File: src/rtl/core/wsdf_pkg.sv
// Shared types and constants for the WebSocket frame deframer.
package wsdf_pkg;

    localparam logic [7:0] OPC_TEXT   = 8'h81;
    localparam logic [7:0] OPC_BINARY = 8'h82;

    localparam logic [6:0] LEN7_EXT16 = 7'd126;
    localparam logic [6:0] LEN7_EXT64 = 7'd127;

    // last header byte index in each header section
    localparam logic [2:0] HPOS_EXT16_LAST = 3'd1;
    localparam logic [2:0] HPOS_EXT64_LAST = 3'd7;
    localparam logic [2:0] HPOS_MASK_LAST  = 3'd3;

    localparam logic [1:0] KIND_PAYLOAD = 2'd0;
    localparam logic [1:0] KIND_EMPTY   = 2'd1;
    localparam logic [1:0] KIND_INVALID = 2'd2;

    typedef struct packed {
        logic [7:0] data_byte;
        logic       last;
        logic [1:0] kind;
        logic       binary;
    } t_result;

    typedef struct packed {
        logic    valid;
        t_result res;
    } t_item;

endpackage

File: src/rtl/core/websocket_frame_deframer_core.sv
// WebSocket receive deframer: takes one stream byte per cycle and gives out unmasked
// payload bytes, empty-frame marks and invalid-opcode errors. A byte is taken every
// cycle while o_stall is low; each result is registered before it reaches the output.
// The output side is a result register backed by one skid entry, so the input keeps
// flowing while a single result waits; o_stall rises only when both are occupied.
// The payload counter is LENGTH_BITS wide and keeps the low bits of the received length.
module websocket_frame_deframer_core #(
    parameter int LENGTH_BITS = 32
) (
    input  logic       i_clk,
    input  logic       i_rst_n,
    input  logic       i_valid,
    output logic       o_stall,
    input  logic [7:0] i_in_byte,
    output logic       o_valid,
    input  logic       i_stall,
    output logic [7:0] o_data_byte,
    output logic       o_last,
    output logic [1:0] o_kind,
    output logic       o_binary
);
    import wsdf_pkg::*;

    logic    accept;
    logic    full;
    t_item   item;
    t_result res;

    assign o_stall = full;
    assign accept  = i_valid && !full;

    wsdf_parse #(
        .LENGTH_BITS(LENGTH_BITS)
    ) u_parse (
        .i_clk    (i_clk),
        .i_rst_n  (i_rst_n),
        .i_accept (accept),
        .i_in_byte(i_in_byte),
        .o_item   (item)
    );

    wsdf_obuf u_obuf (
        .i_clk  (i_clk),
        .i_rst_n(i_rst_n),
        .i_item (item),
        .i_stall(i_stall),
        .o_full (full),
        .o_valid(o_valid),
        .o_res  (res)
    );

    assign o_data_byte = res.data_byte;
    assign o_last      = res.last;
    assign o_kind      = res.kind;
    assign o_binary    = res.binary;

endmodule

File: src/rtl/core/wsdf_parse.sv
// Frame header parser and payload unmasking state machine.
module wsdf_parse #(
    parameter int LENGTH_BITS = 32
) (
    input  logic           i_clk,
    input  logic           i_rst_n,
    input  logic           i_accept,
    input  logic [7:0]     i_in_byte,
    output wsdf_pkg::t_item o_item
);
    import wsdf_pkg::*;

    typedef enum logic [2:0] {
        PH_FIRST,
        PH_LEN,
        PH_EXT16,
        PH_EXT64,
        PH_MASK,
        PH_PAYLOAD
    } t_phase;

    t_phase                 r_phase, n_phase;
    logic [2:0]             r_hpos, n_hpos;
    logic [LENGTH_BITS-1:0] r_rem, n_rem;
    logic [31:0]            r_key, n_key;
    logic [1:0]             r_midx, n_midx;
    logic                   r_bin, n_bin;

    logic [6:0] len7;
    logic [7:0] key_byte;
    t_item      item;

    assign len7 = i_in_byte[6:0];

    always_comb begin
        case (r_midx)
            2'd0:    key_byte = r_key[31:24];
            2'd1:    key_byte = r_key[23:16];
            2'd2:    key_byte = r_key[15:8];
            default: key_byte = r_key[7:0];
        endcase
    end

    always_comb begin
        n_phase = r_phase;
        n_hpos  = r_hpos;
        n_rem   = r_rem;
        n_key   = r_key;
        n_midx  = r_midx;
        n_bin   = r_bin;
        item    = '0;
        if (i_accept) begin
            case (r_phase)
                PH_FIRST: begin
                    if (i_in_byte == OPC_TEXT || i_in_byte == OPC_BINARY) begin
                        n_bin   = (i_in_byte == OPC_BINARY);
                        n_phase = PH_LEN;
                    end else begin
                        item.valid    = 1'b1;
                        item.res.kind = KIND_INVALID;
                    end
                end
                PH_LEN: begin
                    n_hpos = '0;
                    n_rem  = '0;
                    if (len7 == LEN7_EXT16) begin
                        n_phase = PH_EXT16;
                    end else if (len7 == LEN7_EXT64) begin
                        n_phase = PH_EXT64;
                    end else begin
                        n_rem   = LENGTH_BITS'(len7);
                        n_phase = PH_MASK;
                    end
                end
                PH_EXT16, PH_EXT64: begin
                    n_rem  = {r_rem[LENGTH_BITS-9:0], i_in_byte};
                    n_hpos = r_hpos + 3'd1;
                    if (r_hpos == ((r_phase == PH_EXT16) ? HPOS_EXT16_LAST
                                                          : HPOS_EXT64_LAST)) begin
                        n_hpos  = '0;
                        n_phase = PH_MASK;
                    end
                end
                PH_MASK: begin
                    n_key  = {r_key[23:0], i_in_byte};
                    n_hpos = r_hpos + 3'd1;
                    if (r_hpos == HPOS_MASK_LAST) begin
                        n_hpos = '0;
                        n_midx = '0;
                        if (r_rem == '0) begin
                            n_phase         = PH_FIRST;
                            item.valid      = 1'b1;
                            item.res.last   = 1'b1;
                            item.res.kind   = KIND_EMPTY;
                            item.res.binary = r_bin;
                        end else begin
                            n_phase = PH_PAYLOAD;
                        end
                    end
                end
                PH_PAYLOAD: begin
                    n_midx             = r_midx + 2'd1;
                    n_rem              = r_rem - LENGTH_BITS'(1);
                    item.valid         = 1'b1;
                    item.res.data_byte = i_in_byte ^ key_byte;
                    item.res.last      = (r_rem == LENGTH_BITS'(1));
                    item.res.kind      = KIND_PAYLOAD;
                    item.res.binary    = r_bin;
                    if (r_rem == LENGTH_BITS'(1)) begin
                        n_phase = PH_FIRST;
                    end
                end
                default: begin
                    n_phase = PH_FIRST;
                    n_hpos  = '0;
                    n_rem   = '0;
                    n_key   = '0;
                    n_midx  = '0;
                    n_bin   = 1'b0;
                end
            endcase
        end
    end

    assign o_item = item;

    always_ff @(posedge i_clk) begin
        if (!i_rst_n) begin
            r_phase <= PH_FIRST;
            r_hpos  <= '0;
            r_rem   <= '0;
            r_key   <= '0;
            r_midx  <= '0;
            r_bin   <= 1'b0;
        end else begin
            r_phase <= n_phase;
            r_hpos  <= n_hpos;
            r_rem   <= n_rem;
            r_key   <= n_key;
            r_midx  <= n_midx;
            r_bin   <= n_bin;
        end
    end

endmodule

File: src/rtl/core/wsdf_obuf.sv
// Result register with a skid entry for the output channel.
module wsdf_obuf (
    input  logic              i_clk,
    input  logic              i_rst_n,
    input  wsdf_pkg::t_item   i_item,
    input  logic              i_stall,
    output logic              o_full,
    output logic              o_valid,
    output wsdf_pkg::t_result o_res
);
    import wsdf_pkg::*;

    logic    r_out_v, n_out_v;
    logic    r_skid_v, n_skid_v;
    t_result r_out, n_out;
    t_result r_skid, n_skid;
    logic    pop;

    assign pop = r_out_v && !i_stall;

    always_comb begin
        n_out_v  = r_out_v;
        n_skid_v = r_skid_v;
        n_out    = r_out;
        n_skid   = r_skid;
        if (r_skid_v) begin
            if (pop) begin
                n_out    = r_skid;
                n_skid_v = 1'b0;
            end
        end else if (!r_out_v || pop) begin
            n_out_v = i_item.valid;
            if (i_item.valid) begin
                n_out = i_item.res;
            end
        end else if (i_item.valid) begin
            n_skid   = i_item.res;
            n_skid_v = 1'b1;
        end
    end

    always_ff @(posedge i_clk) begin
        if (!i_rst_n) begin
            r_out_v  <= 1'b0;
            r_skid_v <= 1'b0;
        end else begin
            r_out_v  <= n_out_v;
            r_skid_v <= n_skid_v;
        end
        r_out  <= n_out;
        r_skid <= n_skid;
    end

    assign o_full  = r_skid_v;
    assign o_valid = r_out_v;
    assign o_res   = r_out;

endmodule

File: config.mk
export PLATFORM = sky130hd
export DESIGN_NAME = websocket_frame_deframer_core
export DESIGN_NICKNAME = d
export VERILOG_FILES = /design/src/rtl/core/wsdf_pkg.sv /design/src/rtl/core/websocket_frame_deframer_core.sv /design/src/rtl/core/wsdf_parse.sv /design/src/rtl/core/wsdf_obuf.sv
export SDC_FILE = /design/constraint.sdc
export NUM_CORES = 1
export LEC_CHECK = 0
export BUFFER_PORTS_ARGS = -buffer_cell sky130_fd_sc_hd__buf_2
export CAP_MARGIN = 20
export CORE_MARGIN = 2
export CORE_UTILIZATION = 38
export CTS_CLUSTER_SIZE = 25
export DETAILED_ROUTE_END_ITERATION = 10
export PLACE_DENSITY = 0.5
export SLEW_MARGIN = 20
export SYNTH_ARGS = -nofsm -noshare
export SYNTH_HDL_FRONTEND = slang
export SYNTH_HIERARCHICAL = 1
export SYNTH_SLANG_ARGS = --single-unit
File: constraint.sdc
create_clock -name i_clk -period 4.55 [get_ports i_clk]
set_input_delay 0.91 -clock i_clk [delete_from_list [all_inputs] [get_ports i_clk]]
set_output_delay 0.91 -clock i_clk [all_outputs]
set_load 0.05 [all_outputs]
==> Word level (Yosys, flattened, before mapping) <==
Cells that the tools add are included.
{ "totals": {"reg_bits": 99, "in_bits": 12, "output_inout_bits": 14, "wordCells": 114} }
{ "op_classes": {"add_sub_neg": 3, "n_eq_ne": 19, "n_mux": 41, "bitwise": 8, "reduce_logical": 27} }
{ "op_table": {"columns": ["operator", "count"], "rows": [
  ["$pmux W32 S4", 1],
  ["$pmux W32 S2", 1],
  ["$mux W12", 4],
  ["$eq A32 B1 Y1 const B", 1],
  ["$logic_not A32 Y1", 1],
  ["$mux W32", 1],
  ["$sub A32 B1 Y32 const B", 1],
  ["$mux W3", 10],
  ["$pmux W8 S3", 1],
  ["$eq A8 B8 Y1 const B", 2],
  ["$pmux W3 S5", 1],
  ["$eq A7 B7 Y1 const B", 2],
  ["$mux W13", 1],
  ["$reduce_and A3 Y1", 4],
  ["$reduce_or A5 Y1", 2],
  ["$eq A3 B2 Y1 const B", 3],
  ["$pmux W3 S3", 1],
  ["$mux W1", 8],
  ["$mux W4", 2],
  ["$mux W8", 1],
  ["$ne A2 B1 Y1 const B", 4],
  ["$reduce_and A2 Y1", 4],
  ["$xor A8 B8 Y8", 1],
  ["$mux W7", 1],
  ["other kinds (23)", 40]
]} }

==> Longest topological paths before layout <==
Gate-level depths: netlist of the first run.
{ "logic_depth": {"ltp_word": 8, "mapped_depth": 9, "ltp_nobuf": 8} }

==> Hierarchy <==
Netlist of the first run, hierarchy kept.
{ "by_module_without_submodules": {"columns": ["module", "n_inst", "cells_per_inst", "area_each_um2", "seq_area_each_um2"], "rows": [
  ["wsdf_parse", 1, 532, 4192.8, 1461.4],
  ["wsdf_obuf", 1, 50, 1013.5, 760.7],
  ["websocket_frame_deframer_core", 1, 1, 13.8, 0.0]
]} }

==> Worst setup path after synthesis of the first run <==
No wires, ideal clock.
{ "synth_timing": {"path_kind": "reg2reg", "from": "register u_parse.r_rem[12]", "to": "register u_obuf.r_out, in the netlist u_obuf/o_res[0] (enable)", "setup_ns": 0.399, "arrival_time_ns": 2.936, "required_ns": 4.151, "setup_slack_ns": 1.215, "stages_incl_launch_ff": 9, "path_buffers": 2, "period_less_slack_ns": 3.335, "cell_sequence": "dfxtp_1 clkbuf_1 or4_1 buf_2 nor4_4 nand4_1 a311oi_1 nand2b_1 a21boi_0"} }
{ "synth_lines": {"columns": ["element", "line", "rtl"], "rows": [
  ["start: declaration", "wsdf_parse.sv:24", "logic [LENGTH_BITS-1:0] r_rem, n_rem;"],
  ["start signal: assignment", "wsdf_parse.sv:138", "r_rem <= n_rem;"],
  ["end signal: assignment", "wsdf_obuf.sv:50", "r_out <= n_out;"],
  ["end: declaration", "wsdf_obuf.sv:15", "t_result r_out, n_out;"]
]} }

==> results of run 1 <==
==> metrics by stage <==
step | cells | hold slack (ns) | util | total power (W)
6_report | 757 | 0.462 | 0.426 | 0.00181
5_1_grt | 757 | 0.522 | 0.426 | 0.00188
4_1_cts | 757 | 0.465 | 0.426 | 0.00184
3_5_place_dp | 741 | 0.454 | 0.403 | 0.00105
3_3_place_gp | 741 | 0.451 | 0.403 | 0.00105
2_1_floorplan | 583 | 0.433 | - | 0.00102
==> sequential cells by signal, summed over array words and instances (netlist names) <==
| name | flops |
|---|---|
| u_obuf/o_full | 1 |
| u_obuf/o_res | 12 |
| u_obuf/o_valid | 1 |
| u_obuf/r_skid | 12 |
| u_parse/r_bin | 1 |
| u_parse/r_hpos | 3 |
| u_parse/r_key | 32 |
| u_parse/r_midx | 2 |
| u_parse/r_phase | 3 |
| u_parse/r_rem | 32 |
==> kinds of logic after synthesis <==
group | synth area share
buffers and inverters | 0.0544
adders and majority gates | 0.0216
muxes | 0.0350
xor gates and xnor gates | 0.0352
DFF | 0.426
AOI/OAI and AO/OA | 0.218
and+or+nand+nor | 0.210
==> layout by cell type, fill, tap and decap left out, types with 3 or more instances in the layout <==
| cell | synthesis | layout |
|---|---|---|
| xor2_1 | 4 | 4 |
| nor2b_1 | 3 | 3 |
| nor2_1 | 56 | 55 |
| clkbuf_16 | 0 | 9 |
| mux2_4 | 7 | 7 |
| or3_1 | 7 | 7 |
| a22oi_1 | 46 | 46 |
| o22ai_1 | 10 | 10 |
| buf_2 | 3 | 25 |
| a21oi_1 | 33 | 33 |
| and2_1 | 3 | 3 |
| mux2_2 | 6 | 6 |
| a221oi_1 | 3 | 3 |
| inv_1 | 13 | 12 |
| nor3_1 | 19 | 19 |
| o21ai_0 | 36 | 35 |
| buf_4 | 0 | 6 |
| nand3_1 | 13 | 13 |
| a222oi_1 | 8 | 8 |
| a31oi_1 | 5 | 5 |
| o211ai_1 | 3 | 3 |
| nand2_1 | 49 | 49 |
| nand4b_1 | 3 | 3 |
| or4_1 | 4 | 4 |
| edfxtp_1 | 24 | 24 |
| or2_2 | 4 | 4 |
| a211o_1 | 3 | 3 |
| nand4_1 | 7 | 7 |
| a211oi_1 | 3 | 3 |
| dfxtp_1 | 75 | 75 |
| nor4_1 | 17 | 17 |
| ha_1 | 9 | 9 |
| xnor2_1 | 17 | 17 |
==> worst paths after layout <==
check / to / slack, ns / depth (start not counted)
worst min register to register: u_parse/r_bin / 0.46 / 2
worst max register to register: u_obuf/r_skid[8] / 1.12 / 6
worst min-delay path: u_parse/r_bin / 0.46 / 2
worst max-delay path: u_obuf/r_skid[8] / 1.12 / 6
==> report_power, final <==
group | internal [W] | total, W | switching [W]
clock network | 0.000432 | 0.000778 | 0.000345
logic | 0.0000281 | 0.000111 | 0.0000828
registers | 0.000913 | 0.000922 | 0.00000891
total | 0.00137 | 0.00181 | 0.000437
==> area by class of cell <==
class                           instances  area (um2)
Sequential cell                        99        2220
Multi-Input combinational cell        422        2720
Timing Repair Buffer                   31         170
Clock inverter                          6        71.3
Fill cell                            1357        7660
Inverter                               13        48.8
Tap cell                              176         220
Clock buffer                           10         229
==> worst max-delay path, delay by kind of cell (launching register included) <==
family | cells | cell delay, ns
and+or+nand+nor | 5 | 2.27
DFF | 1 | 0.38
AOI/OAI and AO/OA | 1 | 0.41
==> routing by layer <==
metal / global-route usage / up-vias / wire [um]
li1: - / 2175 / -
met1: 0.300 / 2199 / 6920
met2: 0.291 / 116 / 6170
met3: 0.0291 / 15 / 738
met4: 0.0769 / 0 / 243
met5: 0 / - / 0
==> results summary, run 1 <==
In the post-route analysis, the smallest setup slack over all paths is 1.12 ns. The synthesized area per cell is just under 9 um2. The number of warnings reported in the yosys synthesis log is 6. The signal on the critical path passes through or4_1 > nor4_4 > nand4_1 > a311oi_1 > nand2b_1 > nor2_1. The worst setup path is launched from a flip-flop. The most common cell in the synthesized netlist is dfxtp_1. The flow ran to the end, and the final reports show no timing, DRC or antenna violations.

For this run, the leading register cell type out of synthesis is dfxtp_1. The min-delay analysis places its worst path in the category reg2reg. The top fanout value on the critical path came out at 12. The HPWL after detailed placement came out at about 9500 um.

The maximum clock frequency came out at 291 MHz. The placement-stage worst setup slack is between 0.9 and 1 ns. Yosys attributes the largest share of cell area to dfxtp_1 29%, edfxtp_1 14%, a22oi_1 6.6%. The first routing iteration left 369 violations. The post-cts hold buffer count is 0.

The worst reg2reg path startpoint is u_parse/r_rem[12]. The critical path is of the reg2reg type. The overall routing resource usage came out at 0.201. In this run the clock root is driven by a clkbuf_16.

Of the synthesized area, sequential elements account for 0.426. The max-cap check violation count is 0. The slowest stage of the critical path belongs to the cell or4_1. The worst-case vdd ir drop is 0.132 mV. The CTS tree is yes. After floorplanning, the core was sized to cover 0.0133 mm2. Pin placement for this block handled 26 I/O pins.

The x dimension of the die came out at 121 um. The final number of hold-violating endpoints was 0. The initial antenna violation count is 0.

The clock-pin slew of the registers on the worst-case setup and hold paths is 0.07 ns. The placement row count is 42. The H-tree was split into 3 levels. At the pin with the least slew margin, the transition time is 1.08 ns. The library cell occupying the most area in the post-synthesis netlist is dfxtp_1.

The areal power density over the cells is between 300 and 400 mW/mm2. The iteration count of the initial detailed-routing pass is 5. The finished cells cover 0.00569 mm2. During placement, the flow inserted port buffers numbering 25.

The total clock buffers created by CTS is 9. The number of remaining DRC errors is 0. The clock period minus worst slack came out at 3.43 ns.

Synthesis produced a netlist whose cell count is ~600. Counting instances in the post-synthesis netlist gives the leading cell types as 75 x dfxtp_1, 56 x nor2_1, 49 x nand2_1. The layout overhead on the synthesized area came out at 8.92%. The number of nets produced by synthesis came out at 604. The critical path arrival came out at between 3 and 4 ns. The number of antenna diodes is 0.

The post-cts gate resize count came out at 0. Tracing the worst setup path back leads to its startpoint at u_parse/r_rem[12]. The kind of end point of the critical path is a flip-flop. The total standard cell area after synthesis is 0.00522 mm2.

Setup repair after global routing left no endpoint under its margin. The total of endpoints with negative setup slack in the final report is 0. The number of buffers on the longest clock path is 2. The count of antenna-violating nets left after detailed routing is 0. The clock reaches the later pin of the worst-skew pair after 0.35 ns. The pin count of the biggest net entering global routing came out at 41. For the final routed database, the setup TNS stands at 0 ns. From bottom edge to top edge, the die measures 121 um. The global-route wire length before repair is 23000 um.

The total number of clock tree sinks came out at between 90 and 100. The overflow left after global routing is 0. In this run the most critical hold path is launched from u_parse/r_bin. The highest cell delay on the worst timing path is between 0.7 and 0.8 ns. The cell leakage power came out at 1.99 nW. The critical path required time came out at 4.53 ns.

Once placement finished, the instance area stood at 0.00538 mm2. The area enclosed by the die boundary came out at 0.0147 mm2. The clock skew came out at 0.00917 ns.

After detailed routing, the total wire length is 14100 um. The worst-case headroom to the max-slew limit is 0.282. The final worst-path cycle share is 0.755. Of the post-synthesis cell area, the dominant cell type holds 0.288. The register bit count reported by yosys is 99. The final weighted congestion of routability-driven global placement came out at 0.860. In this run the post-CTS setup repair buffer count came out at 0. Dividing the detail-routed wire length by the instance count gives 18.6 um. The number of unique standard cell types used by synthesis came out at 69. The number of global-route vias before repair is ~4200. The count of final max-slew check failures came to 0. The initial core utilization came out at 0.391. For this run, asynchronously set or reset flops after synthesis account for 0. The count of flip-flops with a built-in enable after synthesis came out at 24. After the last flow step, the layout net total stands at between 500 and 600.

The fraction of layout cells with a size suffix above 1 came out at 0.133. Using the TritonRoute via totals, the vias-per-cell ratio works out to 5.95. The routed via count is 4505.
No activity file was read; power rests on OpenSTA's default activity.
==> run 2: changes to the inputs <==
--- a/config.mk
+++ b/config.mk
@@ -11,7 +11,7 @@
 export CORE_UTILIZATION = 38
 export CTS_CLUSTER_SIZE = 25
 export DETAILED_ROUTE_END_ITERATION = 10
-export PLACE_DENSITY = 0.5
+export PLACE_DENSITY = 0.52
 export SLEW_MARGIN = 20
 export SYNTH_ARGS = -nofsm -noshare
 export SYNTH_HDL_FRONTEND = slang
==> constraint.sdc (replaced) <==
create_clock -name i_clk -period 3 [get_ports i_clk]
set_input_delay 0.6 -clock i_clk [delete_from_list [all_inputs] [get_ports i_clk]]
set_output_delay 0.6 -clock i_clk [all_outputs]
set_load 0.05 [all_outputs]
==> run 2 against run 1 <==
Worst hold slack worse by 0.0027 ns. Critical path depth grew 3. Sequential share of layout area decreased by 1.2 points. Clock-buffer cell count is the same. Non-clock buffer count is 24 higher. Die area unchanged. Power grew 51%. Wire length decreased by 0.19%. Clock power rose by 49%. Critical path type unchanged.
==> results summary, run 2 (synthesis results as in run 1) <==
The setup TNS came out at 0 ns. The first global-routing pass estimated 22800 um of wire. The overflow left after global routing is 0. Leaving out fill and tap cells, the most frequent cell in the layout is dfxtp_1. The final weighted congestion of routability-driven global placement came out at 0.875. In the final layout, the registers with the most flip-flops are u_parse/r_key: 32 flops, u_parse/r_rem: 32 flops. The post-CTS repair timing setup buffer count is 0. The final layout net count came out at 621.

The final worst-path cycle share is 0.927. The clock-pin slew of the registers on the worst-case setup and hold paths came out at around 0.070 ns. The count of antenna-violating nets left after detailed routing came out at 0. The fraction of the core area covered by cells at the end of the flow is 0.439. At the pin with the least slew margin, the transition time is slightly below 1 ns. The repair_antennas step left the layout with diodes totalling 0. The wire-length estimate of the detail-placed layout is 9740 um. The number of cells on the worst hold path came out at 2.

The fraction of layout cells with a size suffix above 1 is 0.172. The core region is 0.0133 mm2. The count of buffers inserted at the top-level ports came out at 25. The cell leakage power came out at 2.11 nW. The kind of end point of the critical path is a flip-flop. The worst reg2reg path startpoint is u_parse/r_rem[1]. The count of final max-slew check failures came to 0. The run finished with clean final reports. The pin count of the biggest net entering global routing is 34.

The clock period minus worst slack is 2.78 ns. The final route contains between 4000 and 5000 vias. Across all hold checks on the routed design, the worst slack comes to 0.459 ns. The post-detailed-routing wire length is around 14000 um. Of the total power, combinational logic draws 0.066. The critical path is of the reg2reg type.

The number of global-route vias before repair came out at between 4000 and 5000. For the worst-skew pair, the clock arrives at the later sink with an insertion delay of 0.36 ns. The height of the die is 121 um. The critical path required time is 3.05 ns. The overall routing resource usage is 0.198.

The H-tree was split into 3 levels. The total clock buffers created by CTS is 9. The worst-case headroom to the max-slew limit came out at 0.337. Tracing the worst setup path back leads to its startpoint at u_parse/r_rem[1].

Of the total power, registers draw 0.510. The startpoint identified for the worst hold timing path is u_parse/r_bin. The worst-case vdd ir drop came out at 0.290 mV. The total number of clock tree sinks came out at 99. At the worst endpoint, the arrival time is 2.83 ns.

The portion of total power attributed to the clock network is 0.424. The iteration count of the initial detailed-routing pass is 5. The floorplan has 42 rows. The footprint of the flip-flops and latches came out at 0.00222 mm2.

The final number of hold-violating endpoints came out at 0. Of all nets on the critical path, the largest fanout is 12. The switching power of the nets is between 0.0006 and 0.0007 W. Based on the critical path, the design can be clocked at up to 360 MHz.

The violation count after the first detailed-routing iteration is 313. Setup repair after global routing left no endpoint under its margin. The tree is rooted in a clkbuf_16. After filler insertion, the fill cell instance count of the layout stands at 1328. The element type at the critical path start is a flip-flop.

Dividing the detail-routed wire length by the instance count gives 18.0 um. The number of hold buffers added after CTS was 0. The area of the multi-input gates came out at 0.00273 mm2. For the worst flop-to-flop path, the logic depth is 9. For this design the ratio of total power to cell area is 466 mW/mm2. The post-cts gate resize count came out at 0. The die covers ~0.015 mm2. The internal portion of the total power is approximately 0.002 W. TritonCTS built the clock tree.

The x dimension of the die came out at 121 um. The initial antenna violation count came to 0. The clock skew came out at 0.0101 ns. The net switching share of the total power came out at 0.255. In the layout the commonest cells are 75 x dfxtp_1, 55 x nor2_1, 49 x nand2_1.

In this run the worst hold path is classified as reg2reg. The total of endpoints with negative setup slack in the final report came out at 0. The initial utilization of the core area, before any placement, comes to 0.391.

The layout overhead on the synthesized area came out at 12.3%. The max-cap check violation count came out at 0. In the routed design, unresolved DRC markers number 0.

In this run the count of I/O pins placed on the die edge is 26. The per-cell via count in the routed design came out at 5.91. Counting along the longest clock path gives a buffer depth of 2.
## run 2: routing by layer
metal | track usage | up-vias | part of all wire | wire length (um)
li1 | - | 2224 | - | -
met1 | 0.285 | 2230 | 0.49 | 6930
met3 | 0.0399 | 14 | 0.058 | 819
met4 | 0.0769 | 0 | 0.014 | 201
met2 | 0.289 | 147 | 0.43 | 6110
met5 | 0 | - | 0 | 0
## run 2: layout make-up
class,count,area share
clock buffers,10,0.0408
clock inverters,6,0.00917
inverters,13,0.00832
multi-input cells,422,0.466
flip-flops and latches,99,0.379
well taps,176,0.0376
repair buffers,55,0.0597
## run 2: worst paths after layout
kind	endpoint	slack [ns]
setup / recovery	u_obuf/o_res[8]	0.22
hold / removal	u_parse/r_bin	0.46
setup reg to reg	u_obuf/o_res[8]	0.22
hold reg to reg	u_parse/r_bin	0.46
## run 2: power by group through the flow
| stage | registers [W] | logic [W] | clock network, W |
|---|---|---|---|
| floorplan | 0.00148 | 0.0000700 | 0 |
| global placement | 0.00142 | 0.000179 | 0 |
| detailed placement | 0.00142 | 0.000179 | 0 |
| CTS | 0.00139 | 0.000180 | 0.00118 |
| global route | 0.00140 | 0.000191 | 0.00125 |
| finish | 0.00139 | 0.000179 | 0.00116 |
## run 2: per-stage QoR
step | instances | setup slack (ns) | total power (W) | area, um2
floorplan | 583 | 0.0545 | 0.00155 | 5220
global placement | 765 | 0.299 | 0.00160 | 5570
detailed placement | 765 | 0.181 | 0.00160 | 5570
CTS | 781 | 0.147 | 0.00276 | 5860
global route | 781 | 0.00262 | 0.00283 | 5860
finish | 781 | 0.220 | 0.00273 | 5860
## run 2: critical path: stages, from the launching register on
cell and delay, ns:
dfxtp_1 0.35, inv_1 0.11, ha_1 0.26, or3b_2 0.58
nor4_4 0.22, nand4_1 0.17, a311oi_2 0.30, nand2b_1 0.14
a21boi_2 0.13, buf_4 0.21
==> run 3: changes to the inputs <==
--- a/config.mk
+++ b/config.mk
@@ -15,5 +15,4 @@
 export SLEW_MARGIN = 20
 export SYNTH_ARGS = -nofsm -noshare
 export SYNTH_HDL_FRONTEND = slang
-export SYNTH_HIERARCHICAL = 1
 export SYNTH_SLANG_ARGS = --single-unit
==> run 3 against run 2 <==
Via count shrank 1.7%. Wire length shrank 0.51%. Final cell count grew 3.5%. Sequential power is essentially flat. Clock skew shrank 0.0013 ns. Highest routed layer unchanged.
==> results summary, run 3 <==
The final worst-path cycle share is 0.937. The instance count on the critical path is 8. Once layout is complete, the cells apart from fillers number 808. The core footprint came out at 0.0131 mm2. In this run the remaining antenna-violating nets after routing total 0.

The height of the die is 119 um. Tracing the worst setup path back leads to its startpoint at u_parse.r_rem[1]. The fraction of layout cells with a size suffix above 1 is 0.150. The number of buffers on the longest clock path is 2.

The clock-pin slew of the registers on the worst-case setup and hold paths is 0.07 ns. The clock period minus worst slack is 2.81 ns. For flop-to-flop paths, the worst setup slack is 0.19 ns. The critical path goes through inv_1 > ha_1 > nor3b_1 > nand4_1 > nor4b_1 > buf_4 > o21ai_0 > nor2_2. The final layout net count came out at 648.

The global-route wire length before repair came out at 23400 um. The placement-stage worst setup slack came out at -0.163 ns. The number of cells on the worst hold path is 2. For this run, the register share of the synthesized area comes to 0.440. The per-cell via count in the routed design is 5.61. Setup repair after global routing left no endpoint under its margin. The number of nets produced by synthesis came out at roughly 610. The flip-flop cell with the highest count after synthesis is dfxtp_1. The highest cell delay on the worst timing path is 0.53 ns. For this design the ratio of total power to cell area is between 400 and 500 mW/mm2.

The most common cell after layout, fill and taps aside is dfxtp_1. Relative to the synthesized area, the layout overhead comes to 15.7%. The number of global-route vias before repair is 4417. The total number of clock tree sinks is 99. Synthesis produced 591 cells.

Clock tree synthesis selected as its root buffer the cell clkbuf_16. At the worst endpoint, the required time is 2.99 ns. The kind of end point of the critical path is a flip-flop. The share of the synthesized area in the top cell type came out at 0.297. The total clock buffers created by CTS is 9. In the synthesized netlist, the cells that appear most often are 75 x dfxtp_1, 65 x nor2_1, 55 x a21oi_1. The element type at the critical path start is a flip-flop. The setup path with the least slack is of type reg2reg.

The count of flip-flops with a built-in enable after synthesis is 24. The HPWL after detailed placement came out at about 9600 um. For this run the aggregate overflow at the end of global routing stands at 0. The worst-case headroom to the max-slew limit came out at 0.575.

The pin count of the biggest net entering global routing came out at between 50 and 60. The placement row count is 42. The top fanout value on the critical path came out at 12. TritonCTS built the clock tree. The count of final max-slew check failures is 0. Synthesis instantiated 58 different standard cells from the library.

Setup violations remaining at the end of the flow were counted as 0. The number of remaining DRC errors came out at 0. The clock skew is 0.00885 ns. The iteration count of the initial detailed-routing pass came out at 7.

Grouping stages by cell kind, the critical path spends the most delay in simple AND/OR/NAND/NOR gates. The fraction of the core area covered by cells at the end of the flow is 0.445. The maximum clock frequency came out at 356 MHz. In this run, post-CTS hold repair placed 0 buffers.

The setup TNS came out at 0 ns. The master of the slowest instance on the critical path is nor2_2. The post-synthesis async set-or-reset flop share is 0. The clock latency at the later pin of the worst-skew pair came out at about 0.35 ns. The wire length per cell after detailed routing came out at about 17 um.

The final number of hold-violating endpoints is 0. In this run the worst hold path is classified as reg2reg. After synthesis, the cell types taking the most area are dfxtp_1 30%, edfxtp_1 14%, a21oi_1 5.4%.

The synthesized netlist occupies a cell area of 0.00505 mm2. The initial antenna violation count is 0. The number of cells on the worst reg-to-reg path is 8. The number of warnings reported in the yosys synthesis log came out at 0. The initial core utilization came out at 0.385. The count of pins on the block boundary came out at 26. The flow ran to the end, and the final reports show no timing, DRC or antenna violations. Leaving out fill and tap cells, the most frequent cells in the layout are 75 x dfxtp_1, 64 x nor2_1, 55 x a21oi_1.

CTS built an H-tree with a depth of 3. The number of antenna diodes in the final layout is 0. The die covers between 0.01 and 0.015 mm2. The routed via count is approximately 4500. In this run the critical register-to-register path is launched from u_parse.r_rem[1]. At the worst endpoint, the arrival time is ~2.8 ns. dfxtp_1 is the most common cell in the netlist. The transition time at the pin with the least slew margin came out at approximately 0.63 ns. For this design the static power due to leakage is between 2 and 2.5 nW.

The largest registers in the layout are u_parse.r_key: 32 flops, u_parse.r_rem: 32 flops. The post-route worst setup slack is 0.190 ns. The overall routing resource usage is 0.206. Wires add up to 14000 um. The number of buffers and inverters on the critical path is 2. The register bit count reported by yosys came out at 99.

The count of buffers inserted at the top-level ports came out at 25. Averaged over all synthesized cells, the footprint is 8.55 um2. In this run the horizontal extent of the chip is 119 um. The endpoint identified for the worst register-to-register timing path is u_obuf.r_skid[9].

The max-cap check violation count is 0. IR analysis of the VDD net gives a maximum drop of around 0.24 mV. The final weighted congestion of routability-driven global placement is 0.823. The cell total after placement is 792. The total chip power is approximately 0.0027 W. Summed over all instances, the cell type with the most area after synthesis is dfxtp_1. Following the worst setup path forward leads to its endpoint at u_obuf.r_skid[9]. In this run, the number of DRC markers left after iteration 0 of detailed routing was 495.
[run 3: changes by cell type after synthesis, sizes merged, moves of 5 or more]
cell / change
a22oi: -34
nor4: -5
nand2: -11
mux2: -13
o21ai: -5
a21o: +10
nor2: +9
and3: +36
a21oi: +22
[run 3: timing repair]
action	4_1_cts	5_1_grt
buffers inserted	0	0
cloned	0	0
resized for setup	2	1
endpoints found under the hold margin	0	0
setup endpoints to repair	12	12
pin swaps	0	0
[run 3: layer usage]
layer | share of wire | GRT usage | vias up
li1 | - | - | 2238
met1 | 0.49 | 0.304 | 2168
met2 | 0.44 | 0.309 | 119
met3 | 0.057 | 0.0402 | 11
met4 | 0.0097 | 0.0515 | 0
met5 | 0 | 0 | -
[run 3: power breakdown]
group | total (W) | internal, W | switching [W]
clock network | 0.00108 | 0.000569 | 0.000514
registers | 0.00140 | 0.00139 | 0.0000110
logic | 0.000258 | 0.0000709 | 0.000187
total | 0.00274 | 0.00203 | 0.000712
[run 3: how the worst min path moves through the flow]
stage                           start                end  slack (ns)
floorplan           u_parse.r_key[24]  u_parse.r_key[24]        0.45
global placement    u_parse.r_key[26]  u_parse.r_key[26]        0.47
detailed placement  u_parse.r_key[31]  u_parse.r_key[31]        0.48
CTS                 u_parse.r_key[31]  u_parse.r_key[31]        0.49
global route                  i_stall      u_obuf.o_full        0.52
finish              u_parse.r_hpos[1]  u_parse.r_hpos[1]        0.49
[run 3: tightest hold or removal path, delay by kind of cell (launching register included)]
family | cells | cell delay (ns)
DFF | 1 | 0.33
and+or+nand+nor | 1 | 0.06
AOI/OAI and AO/OA | 1 | 0.05
[run 3: cells by family (layout without fill, tap and decap cells)]
logic type / Yosys count / in the layout / synth area share
multiplexers: 1 / 1 / 0.00198
AO/OA/AOI/OAI: 166 / 166 / 0.208
buffers and inverters: 57 / 98 / 0.0458
adder cells (fa/ha/maj): 9 / 9 / 0.0223
AND/OR/NAND/NOR: 234 / 234 / 0.239
XOR/XNOR: 25 / 25 / 0.0433
flip-flops: 99 / 99 / 0.440
[run 3: stage by stage]
stage	instance area, um2	hold WS, ns
floorplan	5050	0.453
global placement	5560	0.466
detailed placement	5560	0.479
CTS	5840	0.493
global route	5850	0.519
finish	5850	0.489
[run 3: cell type report]
class	instances	area [um2]
clock buffers	11	233
clock inverters	5	41.3
fillers	1344	7290
inverters	11	41.3
multi-input cells	435	2620
flip-flops and latches	99	2220
well taps	176	220
repair buffers	71	470
